[src/rtl/pca_pkg.sv]
// pca_pkg: widths, mode and register codes, fixed-point constants and the
// channel clamp shared by the colour adjust interfaces and datapath
// depends on nothing
package pca_pkg;

   localparam int CHAN_W     = 8;
   localparam int MODE_W     = 3;
   localparam int AMT_W      = 9;
   localparam int CSR_IDX_W  = 4;
   localparam int CSR_DATA_W = 9;
   localparam int NCOL       = 3;

   // signed width of sums that still need clamping
   localparam int SUM_W  = 11;
   // contrast: (c - 127) and (amount + 128) as signed factors, and their product
   localparam int FAC_W  = 10;
   localparam int PROD_W = 20;
   localparam int CTR_SHIFT = 7;
   // luma accumulator, q16 weights
   localparam int LUMA_W    = 24;
   localparam int LUMA_FRAC = 16;

   typedef logic [CHAN_W-1:0] chan_type;
   typedef logic [MODE_W-1:0] mode_type;
   typedef logic signed [SUM_W-1:0] sum_type;

   localparam mode_type MODE_BRIGHTNESS = 3'd0;
   localparam mode_type MODE_CONTRAST   = 3'd1;
   localparam mode_type MODE_GRAYSCALE  = 3'd2;
   localparam mode_type MODE_NEGATIVE   = 3'd3;
   localparam mode_type MODE_OPACITY    = 3'd4;
   localparam mode_type MODE_PASS       = 3'd5;

   localparam logic [CSR_IDX_W-1:0] REG_FILTER_MODE   = 4'd0;
   localparam logic [CSR_IDX_W-1:0] REG_ADJUST_AMOUNT = 4'd1;

   localparam chan_type                  CHAN_MAX      = 8'd255;
   localparam sum_type                   CHAN_MAX_S    = 11'sd255;
   localparam sum_type                   CTR_MID_S     = 11'sd127;
   localparam logic signed [FAC_W-1:0]   CTR_MID_F     = 10'sd127;
   localparam logic signed [FAC_W-1:0]   CTR_GAIN_BIAS = 10'sd128;
   localparam logic signed [PROD_W-1:0]  CTR_ROUND     = 20'sd127;

   localparam logic [LUMA_W-1:0] LUMA_WR   = 24'd13933;
   localparam logic [LUMA_W-1:0] LUMA_WG   = 24'd46871;
   localparam logic [LUMA_W-1:0] LUMA_WB   = 24'd4732;
   localparam logic [LUMA_W-1:0] LUMA_HALF = 24'd32768;

   function automatic chan_type clamp_chan(input sum_type v);
      chan_type res;
      if (v < 0) begin
         res = '0;
      end else if (v > CHAN_MAX_S) begin
         res = CHAN_MAX;
      end else begin
         res = v[CHAN_W-1:0];
      end
      return res;
   endfunction

endpackage

[src/rtl/pca_ifs.sv]
// pca_ifs: valid/ready channels for pixel words in and out, and the
// register write channel
// depends on pca_pkg
interface pca_req_if;
   import pca_pkg::*;
   logic     valid;
   logic     ready;
   chan_type in_red;
   chan_type in_green;
   chan_type in_blue;
   chan_type in_alpha;
   modport source (output valid, in_red, in_green, in_blue, in_alpha, input ready);
   modport sink   (input valid, in_red, in_green, in_blue, in_alpha, output ready);
endinterface

interface pca_rsp_if;
   import pca_pkg::*;
   logic     valid;
   logic     ready;
   chan_type out_red;
   chan_type out_green;
   chan_type out_blue;
   chan_type out_alpha;
   modport source (output valid, out_red, out_green, out_blue, out_alpha, input ready);
   modport sink   (input valid, out_red, out_green, out_blue, out_alpha, output ready);
endinterface

interface pca_csr_if;
   import pca_pkg::*;
   logic                  valid;
   logic                  ready;
   logic [CSR_IDX_W-1:0]  index;
   logic [CSR_DATA_W-1:0] data;
   modport source (output valid, index, data, input ready);
   modport sink   (input valid, index, data, output ready);
endinterface

[src/rtl/pixel_color_adjust_top.sv]
// pixel_color_adjust_top: each accepted pixel word passes through three
// register stages (multiply, add and shift, clamp and mode select) to its
// result word on rsp_chan; throughput one word per clock while rsp_chan is ready
// reset clears the stage valid bits, sets the mode to pass-through and the
// amount to zero; nothing else needs clearing, so words are taken at once
// depends on pca_pkg and pca_ifs
module pixel_color_adjust_top (
   input  logic      clock,
   input  logic      reset,
   pca_req_if.sink   req_chan,
   pca_rsp_if.source rsp_chan,
   pca_csr_if.sink   csr_chan
);
   import pca_pkg::*;

   // configuration registers
   mode_type               filter_mode_ff;
   logic signed [AMT_W-1:0] adjust_amount_ff;

   // stage enables: a stage loads when it is empty or the one after it moves
   logic en1, en2, en3;

   // stage 1: products and raw sums
   logic                     v1_ff;
   chan_type                 pix1_ff [NCOL+1];
   sum_type                  bsum1_ff [NCOL];
   logic signed [PROD_W-1:0] ctr1_ff [NCOL];
   logic [LUMA_W-1:0]        lum1_ff [NCOL];
   sum_type                  asum1_ff;

   // stage 2: brightness and opacity clamped, contrast scaled, luma summed
   logic     v2_ff;
   chan_type pix2_ff [NCOL+1];
   chan_type bclamp2_ff [NCOL];
   sum_type  ctr2_ff [NCOL];
   chan_type luma2_ff;
   chan_type aclamp2_ff;

   // stage 3: output word
   logic     v3_ff;
   chan_type out3_ff [NCOL+1];

   // next values
   chan_type                 col_in [NCOL+1];
   sum_type                  bsum1_in [NCOL];
   logic signed [PROD_W-1:0] ctr1_in [NCOL];
   logic [LUMA_W-1:0]        lum1_in [NCOL];
   sum_type                  asum1_in;
   chan_type                 bclamp2_in [NCOL];
   sum_type                  ctr2_in [NCOL];
   chan_type                 luma2_in;
   chan_type                 aclamp2_in;
   chan_type                 out3_in [NCOL+1];

   sum_type amt_ext;
   logic signed [FAC_W-1:0] ctr_gain;
   logic signed [FAC_W-1:0] ctr_diff [NCOL];
   logic signed [PROD_W-1:0] ctr_biased [NCOL];
   logic signed [PROD_W-1:0] ctr_quot [NCOL];
   logic [LUMA_W-1:0] luma_total;

   assign en3 = !v3_ff || rsp_chan.ready;
   assign en2 = !v2_ff || en3;
   assign en1 = !v1_ff || en2;

   assign req_chan.ready = en1;
   assign csr_chan.ready = 1'b1;

   // ---- configuration writes, unknown indexes are dropped
   always_ff @(posedge clock) begin
      if (reset) begin
         filter_mode_ff   <= MODE_PASS;
         adjust_amount_ff <= '0;
      end else if (csr_chan.valid) begin
         unique case (csr_chan.index)
            REG_FILTER_MODE:   filter_mode_ff   <= csr_chan.data[MODE_W-1:0];
            REG_ADJUST_AMOUNT: adjust_amount_ff <= $signed(csr_chan.data[AMT_W-1:0]);
            default: ;
         endcase
      end
   end

   // ---- stage 1
   assign col_in[0] = req_chan.in_red;
   assign col_in[1] = req_chan.in_green;
   assign col_in[2] = req_chan.in_blue;
   assign col_in[3] = req_chan.in_alpha;

   // amount sign-extended; the gain is amount + 128, so -256 gives -128
   assign amt_ext  = {{(SUM_W-AMT_W){adjust_amount_ff[AMT_W-1]}}, adjust_amount_ff};
   assign ctr_gain = {{(FAC_W-AMT_W){adjust_amount_ff[AMT_W-1]}}, adjust_amount_ff}
                     + CTR_GAIN_BIAS;

   always_comb begin
      for (int i = 0; i < NCOL; i++) begin
         bsum1_in[i] = $signed({{(SUM_W-CHAN_W){1'b0}}, col_in[i]}) + amt_ext;
         ctr_diff[i] = $signed({{(FAC_W-CHAN_W){1'b0}}, col_in[i]}) - CTR_MID_F;
         ctr1_in[i]  = ctr_diff[i] * ctr_gain;
      end
      lum1_in[0] = LUMA_W'(col_in[0]) * LUMA_WR;
      lum1_in[1] = LUMA_W'(col_in[1]) * LUMA_WG;
      lum1_in[2] = LUMA_W'(col_in[2]) * LUMA_WB;
      asum1_in   = $signed({{(SUM_W-CHAN_W){1'b0}}, col_in[NCOL]}) + amt_ext;
   end

   always_ff @(posedge clock) begin
      if (reset) begin
         v1_ff <= 1'b0;
      end else if (en1) begin
         v1_ff <= req_chan.valid;
      end
   end

   always_ff @(posedge clock) begin
      if (en1 && req_chan.valid) begin
         pix1_ff  <= col_in;
         bsum1_ff <= bsum1_in;
         ctr1_ff  <= ctr1_in;
         lum1_ff  <= lum1_in;
         asum1_ff <= asum1_in;
      end
   end

   // ---- stage 2
   always_comb begin
      for (int i = 0; i < NCOL; i++) begin
         bclamp2_in[i] = clamp_chan(bsum1_ff[i]);
         // divide by 128 truncating toward zero: bias negatives before the shift
         ctr_biased[i] = ctr1_ff[i] + (ctr1_ff[i][PROD_W-1] ? CTR_ROUND : '0);
         ctr_quot[i]   = ctr_biased[i] >>> CTR_SHIFT;
         ctr2_in[i]    = ctr_quot[i][SUM_W-1:0] + CTR_MID_S;
      end
      // weights sum to one in q16, so the rounded luma always fits a channel
      luma_total = lum1_ff[0] + lum1_ff[1] + lum1_ff[2] + LUMA_HALF;
      luma2_in   = luma_total[LUMA_FRAC +: CHAN_W];
      aclamp2_in = clamp_chan(asum1_ff);
   end

   always_ff @(posedge clock) begin
      if (reset) begin
         v2_ff <= 1'b0;
      end else if (en2) begin
         v2_ff <= v1_ff;
      end
   end

   always_ff @(posedge clock) begin
      if (en2 && v1_ff) begin
         pix2_ff    <= pix1_ff;
         bclamp2_ff <= bclamp2_in;
         ctr2_ff    <= ctr2_in;
         luma2_ff   <= luma2_in;
         aclamp2_ff <= aclamp2_in;
      end
   end

   // ---- stage 3: mode select, unused codes pass the word through
   always_comb begin
      out3_in = pix2_ff;
      case (filter_mode_ff)
         MODE_BRIGHTNESS: begin
            for (int i = 0; i < NCOL; i++) out3_in[i] = bclamp2_ff[i];
         end
         MODE_CONTRAST: begin
            for (int i = 0; i < NCOL; i++) out3_in[i] = clamp_chan(ctr2_ff[i]);
         end
         MODE_GRAYSCALE: begin
            for (int i = 0; i < NCOL; i++) out3_in[i] = luma2_ff;
         end
         MODE_NEGATIVE: begin
            for (int i = 0; i < NCOL; i++) out3_in[i] = CHAN_MAX - pix2_ff[i];
         end
         MODE_OPACITY: begin
            out3_in[NCOL] = aclamp2_ff;
         end
         default: ;
      endcase
   end

   always_ff @(posedge clock) begin
      if (reset) begin
         v3_ff <= 1'b0;
      end else if (en3) begin
         v3_ff <= v2_ff;
      end
   end

   always_ff @(posedge clock) begin
      if (en3 && v2_ff) begin
         out3_ff <= out3_in;
      end
   end

   assign rsp_chan.valid     = v3_ff;
   assign rsp_chan.out_red   = out3_ff[0];
   assign rsp_chan.out_green = out3_ff[1];
   assign rsp_chan.out_blue  = out3_ff[2];
   assign rsp_chan.out_alpha = out3_ff[3];

`ifndef SYNTHESIS
   // a word held in stage 1 behind a stall is not dropped
   a_stage1_hold: assert property (@(posedge clock) disable iff (reset)
      v1_ff && !en2 |=> v1_ff)
      else $error("stage 1 word lost during stall");

   // a word held in stage 2 behind a stall is not dropped
   a_stage2_hold: assert property (@(posedge clock) disable iff (reset)
      v2_ff && !en3 |=> v2_ff)
      else $error("stage 2 word lost during stall");

   // an empty first stage always takes a word
   a_ready_empty: assert property (@(posedge clock) disable iff (reset)
      !v1_ff |-> req_chan.ready)
      else $error("input stalled with empty first stage");

   // no result word straight after reset
   a_reset_empty: assert property (@(posedge clock)
      reset |=> !rsp_chan.valid && !v1_ff && !v2_ff)
      else $error("pipeline not empty after reset");
`endif

endmodule

[src/flat_wrapper.sv]
// flat-port wrapper written by rule: the top's interface ports become plain ports
module pixel_color_adjust_top_flat import pca_pkg::*;
  (clock, reset, req_chan_valid, req_chan_in_red, req_chan_in_green, req_chan_in_blue, req_chan_in_alpha, req_chan_ready, rsp_chan_valid, rsp_chan_out_red, rsp_chan_out_green, rsp_chan_out_blue, rsp_chan_out_alpha, rsp_chan_ready, csr_chan_valid, csr_chan_index, csr_chan_data, csr_chan_ready);
  pca_req_if req_chan_i ();
  pca_rsp_if rsp_chan_i ();
  pca_csr_if csr_chan_i ();
  input  logic clock;
  input  logic reset;
  input wire logic [$bits(req_chan_i.valid)-1:0] req_chan_valid;
  input wire logic [$bits(req_chan_i.in_red)-1:0] req_chan_in_red;
  input wire logic [$bits(req_chan_i.in_green)-1:0] req_chan_in_green;
  input wire logic [$bits(req_chan_i.in_blue)-1:0] req_chan_in_blue;
  input wire logic [$bits(req_chan_i.in_alpha)-1:0] req_chan_in_alpha;
  output wire logic [$bits(req_chan_i.ready)-1:0] req_chan_ready;
  output wire logic [$bits(rsp_chan_i.valid)-1:0] rsp_chan_valid;
  output wire logic [$bits(rsp_chan_i.out_red)-1:0] rsp_chan_out_red;
  output wire logic [$bits(rsp_chan_i.out_green)-1:0] rsp_chan_out_green;
  output wire logic [$bits(rsp_chan_i.out_blue)-1:0] rsp_chan_out_blue;
  output wire logic [$bits(rsp_chan_i.out_alpha)-1:0] rsp_chan_out_alpha;
  input wire logic [$bits(rsp_chan_i.ready)-1:0] rsp_chan_ready;
  input wire logic [$bits(csr_chan_i.valid)-1:0] csr_chan_valid;
  input wire logic [$bits(csr_chan_i.index)-1:0] csr_chan_index;
  input wire logic [$bits(csr_chan_i.data)-1:0] csr_chan_data;
  output wire logic [$bits(csr_chan_i.ready)-1:0] csr_chan_ready;
  assign req_chan_i.valid = req_chan_valid;
  assign req_chan_i.in_red = req_chan_in_red;
  assign req_chan_i.in_green = req_chan_in_green;
  assign req_chan_i.in_blue = req_chan_in_blue;
  assign req_chan_i.in_alpha = req_chan_in_alpha;
  assign req_chan_ready = req_chan_i.ready;
  assign rsp_chan_valid = rsp_chan_i.valid;
  assign rsp_chan_out_red = rsp_chan_i.out_red;
  assign rsp_chan_out_green = rsp_chan_i.out_green;
  assign rsp_chan_out_blue = rsp_chan_i.out_blue;
  assign rsp_chan_out_alpha = rsp_chan_i.out_alpha;
  assign rsp_chan_i.ready = rsp_chan_ready;
  assign csr_chan_i.valid = csr_chan_valid;
  assign csr_chan_i.index = csr_chan_index;
  assign csr_chan_i.data = csr_chan_data;
  assign csr_chan_ready = csr_chan_i.ready;
  pixel_color_adjust_top u_core (.clock(clock), .reset(reset), .req_chan(req_chan_i), .rsp_chan(rsp_chan_i), .csr_chan(csr_chan_i));
endmodule
[config.mk]
export PLATFORM = sky130hd
export DESIGN_NAME = pixel_color_adjust_top_flat
export DESIGN_NICKNAME = d
export VERILOG_FILES = /design/src/rtl/pca_pkg.sv /design/src/rtl/pca_ifs.sv /design/src/rtl/pixel_color_adjust_top.sv /design/src/flat_wrapper.sv
export SDC_FILE = /design/constraint.sdc
export NUM_CORES = 1
export LEC_CHECK = 0
export BUFFER_PORTS_ARGS = -buffer_cell sky130_fd_sc_hd__buf_2
export CORE_MARGIN = 4
export CORE_UTILIZATION = 65
export DETAILED_ROUTE_END_ITERATION = 8
export PLACE_DENSITY = 0.81
export REMOVE_ABC_BUFFERS = 1
export SLEW_MARGIN = 0
export SYNTH_ARGS = -nofsm -noshare
export SYNTH_HDL_FRONTEND = slang
export SYNTH_SLANG_ARGS = --single-unit
[constraint.sdc]
create_clock -name clock -period 16.4 [get_ports clock]
set_input_delay 4.92 -clock clock [delete_from_list [all_inputs] [get_ports clock]]
set_output_delay 4.92 -clock clock [all_outputs]
set_load 0.02 [all_outputs]
**After elaboration in Yosys (flattened, before gate mapping)**

Index checks and enable logic that the tools add are counted.

- Bits in registers: 349
- Bits of input ports: 50

- Add/sub/neg operators: 20
- Multipliers: 6
- Order comparisons: 14
- Eq/ne operators: 5
- Mux-type cells: 15
- Reduce and logical (&&, ||, !) cells: 13

Operators with widths:

| operator | number |
|---|---|
| $pmux W24 S4 | 1 |
| $mux W8 | 11 |
| $mul A9 B10 Y19 | 3 |
| $add A18 B18 Y18 | 3 |
| $add A9 B9 Y10 | 4 |
| $gt A10 B9 Y1 const B | 4 |
| $lt A10 B1 Y1 const B | 4 |
| $add A11 B7 Y11 const B | 3 |
| $gt A11 B9 Y1 const B | 3 |
| $lt A11 B1 Y1 const B | 3 |
| $sub A8 B7 Y9 const B | 3 |
| $add A22 B24 Y24 | 1 |
| $add A24 B16 Y24 const B | 1 |
| $add A24 B21 Y24 | 1 |
| $mul A8 B16 Y24 const B | 1 |
| $sub A8 B8 Y8 const A | 3 |
| $mul A8 B14 Y22 const B | 1 |
| $mux W7 | 3 |
| $mul A8 B11 Y19 const B | 1 |
| $add A9 B9 Y10 const B | 1 |
| $eq A3 B2 Y1 const B | 2 |
| $eq A4 B1 Y1 const B | 1 |
| $logic_not A4 Y1 | 1 |
| $reduce_and A2 Y1 | 2 |
| 6 further kinds | 12 |

**Longest topological paths before layout**

- Depth in word-level cells: 5
- Depth in mapped cells: 23
- Gate-level depth less buffers: 23

**Worst setup path after synthesis**

No wires, ideal clock.

- Path type: in2reg
- Start: input rsp_chan_ready
- End: register u_core.asum1_ff[0], enable pin
- Setup time: 0.854 ns
- Arrival time: 14.456 ns
- Path slack: 1.090 ns
- Stages: 2
- Path through: nor2b_1 > a31oi_1

- Longest elaborated chain between the ends: 4

RTL lines:

| what | RTL line | source |
|---|---|---|
| from (decl) | flat_wrapper.sv:20 | `input wire logic [$bits(rsp_chan_i.ready)-1:0] rsp_chan_ready;` |
| $logic_or A1 B1 Y1 | pixel_color_adjust_top.sv:62 | `assign en3 = !v3_ff \|\| rsp_chan.ready;` |
| $logic_or A1 B1 Y1 | pixel_color_adjust_top.sv:63 | `assign en2 = !v2_ff \|\| en3;` |
| $logic_or A1 B1 Y1 | pixel_color_adjust_top.sv:64 | `assign en1 = !v1_ff \|\| en2;` |
| $logic_and A1 B1 Y1 | pixel_color_adjust_top.sv:115 | `if (en1 && req_chan.valid) begin` |
| to (signal assigned) | pixel_color_adjust_top.sv:120 | `asum1_ff <= asum1_in;` |
| to (decl) | pixel_color_adjust_top.sv:29 | `sum_type asum1_ff;` |

No other way between the ends.
A chain may end at the register's enable or synchronous reset.

**Worst setup path after layout**

- Start: input rsp_chan_ready
- End: output req_chan_ready

- Longest elaborated chain between the ends: 3

RTL lines:

| what | RTL line | source |
|---|---|---|
| $logic_or A1 B1 Y1 | pixel_color_adjust_top.sv:62 |  |
| $logic_or A1 B1 Y1 | pixel_color_adjust_top.sv:63 |  |
| $logic_or A1 B1 Y1 | pixel_color_adjust_top.sv:64 |  |
| to (decl) | flat_wrapper.sv:14 | `output wire logic [$bits(req_chan_i.ready)-1:0] req_chan_ready;` |

No other way between the ends.

==> results.md <==
* Synth Warn # at 0
* Worst VDD drop at 75.4 µV
* Final min period at 10.94 ns
* Final Core Density at 71.4%
* Synth async-reset ratio at 0%
* Max incr delay on CP at 0.61 ns
* CORE AREA at 47000 µm²
* CTS clk-pin slew, worst paths at 0.06 ns
* Sink Count at 342
* Final TNS setup at 0 ns
* Area leader, netlist: edfxtp_1
* Commonest non-fill, non-tap cell in the layout: inv_1
* Syn avg cell area at 11.3 µm²
* Multi-input logic area at 19200 µm²
* Leakage power at 15.5 nW
* Die width at 227 µm
* Initial Utilization at 66.3%
* Outcome: complete, no violations
* Via Count at 20865
* Total track usage at 29.3%
* Top cell type's share of synthesized area at 31.5%
* Filler cell count at 3203
* WS Path Type: in -> out
* RSZ-0062 raised after global routing: false
* Clock Tree Buf Depth at 3
* Antenna Nets Post-Route at 0
* DRC at 0
* Global placer's final weighted congestion at 0.973
* Total I/O pin count at 85
* Final setup fails at 0
* Required @ worst endpoint at 11.48 ns
* Post-Route WL at 71.9 mm
* Clk_skew at 0.0219 ns
* Post-synth cell types at 77
* Antenna violations before repair at 1
* DP HPWL at 55.6 mm
* Share of cells above drive strength 1 at 7.79%
* Slowest CP cell: nor2b_1
* Critical Path Stages at 4
* Setup Fix Bufs, Post-CTS at 0
* Register Area at 10100 µm²
* Slew Limit Fails at 0
* Routed length per placed instance at 20.6 µm
* Post-CTS Resized at 0
* Crit-path cells: buf_2, nor2b_1, nand3_1, buf_2
* Reg2Reg Depth at 20
* Slew HR at 21.6%
* Nets at 3617
* Most frequent cells in the layout: inv_1 (427), ha_1 (380), fa_1 (336), edfxtp_1 (327), nor2_1 (175)
* CTS Root Cell: clkbuf_16
* Element type at the critical path start: input pin
* Max Cap Viol at 0
* IO buf count at 83
* Sequential area share after synthesis at 32.5%
* Crit path buf inv count at 2
* Routed vias/inst at 5.99
* Syn Std Cell Area at 31100 µm²
* CTS tree: done
* Largest net degree at the start of global routing at 191
* CP Data Arrival Time at 6.02 ns
* Area grow syn2layout at 7.69%
* Top area cells in the synthesized netlist: edfxtp_1 (32%), fa_1 (22%), ha_1 (15%)
* Die Span Y at 227 µm
* Die Area at 51500 µm²
* Worst hold slack at 0.419 ns
* Family with the most delay on the worst path: simple AND/OR/NAND/NOR gates
* Critical Path Fanout Max at 6
* Hold Crit Depth at 0
* Worst min path class: reg -> reg
* Placed inst area at 32300 µm²
* First-pass GRT wire length at 116 mm
* Synth Flop Type: edfxtp_1
* Most used cell, CP: buf_2
* DR pass1 iterations at 6
* Pwr/cell area at 123 nW/µm²
* Mapped Cells at 2766
* Max Fclk at 91.4 MHz
* Vias in the first global route at 22488
* Number of synthesized flops with an enable pin at 327
* CTS Hold Bufs at 0
* Final Cell Area at 33500 µm²
* Fin crit share at 66.7%
* Row cnt at 79
* Slew @ Worst Pin at 1.17 ns
* Global route overflow at 0
* Worst-Skew Late Latency at 0.57 ns
* CTS HTree Levels at 2
* Starting DRT DRC Count at 1503
* CTS Buf Count at 38
* CP Capture Type: primary output
* Final hold violation count at 0
* Synthesized flop and latch total at 342
-- metal layers --
layer  up-vias  global-route usage, %  part of all wire, %
li1       9454                      -                    -
met5         -                      0                    0
met4         0                   16.8                  6.6
met1     10327                   36.1                   38
met3       267                   4.84                  6.8
met2       817                   49.2                   48
-- layout make-up --
type | instances | area share [%]
multi-input combinational | 1938 | 57.3
sequential | 342 | 30.2
inverter | 430 | 4.81
clock buffer | 51 | 3.10
tap | 607 | 2.27
timing repair buffer | 101 | 1.68
clock inverter | 15 | 0.627
antenna | 1 | 0.00746
-- per-stage QoR --
step           instances  power, mW  worst slack, ns
4_1_cts             3484       4.13             5.45
6_report            3485       4.11             5.46
3_3_place_gp        3418       3.13             5.36
5_1_grt             3484       4.44             5.38
3_5_place_dp        3418       3.21             5.19
2_1_floorplan       2710       2.74             1.09
-- cells in the mapped netlist (4+ instances only) --
| master | instances |
|---|---|
| a2111oi_0 | 4 |
| a211o_1 | 10 |
| a211oi_1 | 11 |
| a21o_1 | 41 |
| a21oi_1 | 109 |
| a31o_1 | 6 |
| a31oi_1 | 5 |
| and2_1 | 69 |
| and3_1 | 9 |
| buf_1 | 5 |
| clkbuf_1 | 49 |
| dfxtp_1 | 15 |
| edfxtp_1 | 327 |
| fa_1 | 336 |
| ha_1 | 380 |
| inv_1 | 427 |
| mux2_2 | 32 |
| mux2i_1 | 34 |
| nand2_1 | 160 |
| nand2b_1 | 30 |
| nand3_1 | 20 |
| nand4_1 | 10 |
| nor2_1 | 175 |
| nor2b_1 | 54 |
| nor3_1 | 22 |
| nor4_1 | 5 |
| o211ai_1 | 7 |
| o21a_1 | 23 |
| o21ai_0 | 59 |
| o21ai_1 | 10 |
| o21bai_1 | 13 |
| o221ai_1 | 24 |
| or2_2 | 20 |
| or3_1 | 9 |
| or4_1 | 6 |
| xnor2_1 | 133 |
| xor2_1 | 59 |
-- final timing paths --
path,slack (ns),endpoint,startpoint
worst max-delay path,5.46,req_chan_ready,rsp_chan_ready
worst min-delay path,0.42,u_core.pix2_ff[0],u_core.pix1_ff[0]
worst max register to register,9.20,u_core.ctr1_ff[58],u_core.adjust_amount_ff[7]
worst min register to register,0.42,u_core.pix2_ff[0],u_core.pix1_ff[0]
-- state kept, by name, indices dropped and copies added (netlist names) --
name and cells:
u_core.aclamp2_ff 8, u_core.adjust_amount_ff 9, u_core.asum1_ff 10, u_core.bclamp2_ff 24, u_core.bsum1_ff 30, u_core.ctr1_ff 57
u_core.ctr2_ff 33, u_core.filter_mode_ff 3, u_core.lum1_ff 61, u_core.luma2_ff 8, u_core.pix1_ff 32, u_core.pix2_ff 32
u_core.rsp_chan.out_alpha 8, u_core.rsp_chan.out_blue 8, u_core.rsp_chan.out_green 8, u_core.rsp_chan.out_red 8, u_core.rsp_chan.valid 1, u_core.v1_ff 1
u_core.v2_ff 1
-- power breakdown --
| part | internal [mW] | total, mW | switching [mW] |
|---|---|---|---|
| Combinational | 0.839 | 1.88 | 1.05 |
| Sequential | 1.22 | 1.35 | 0.127 |
| Clock | 0.523 | 0.884 | 0.361 |
-- cell families (layout without fill, tap and decap cells) --
group	count (synthesis)	after routing	share of synthesized area, %
compound gates	364	364	7.78
xor+xnor	192	192	5.40
fa+ha+maj	716	716	36.9
buf+inv	486	597	5.88
flops	342	342	32.5
mux	66	66	2.25
other cells	1	2	0.0120
simple gates	599	599	9.28
Power figures use the tool's default switching activity.
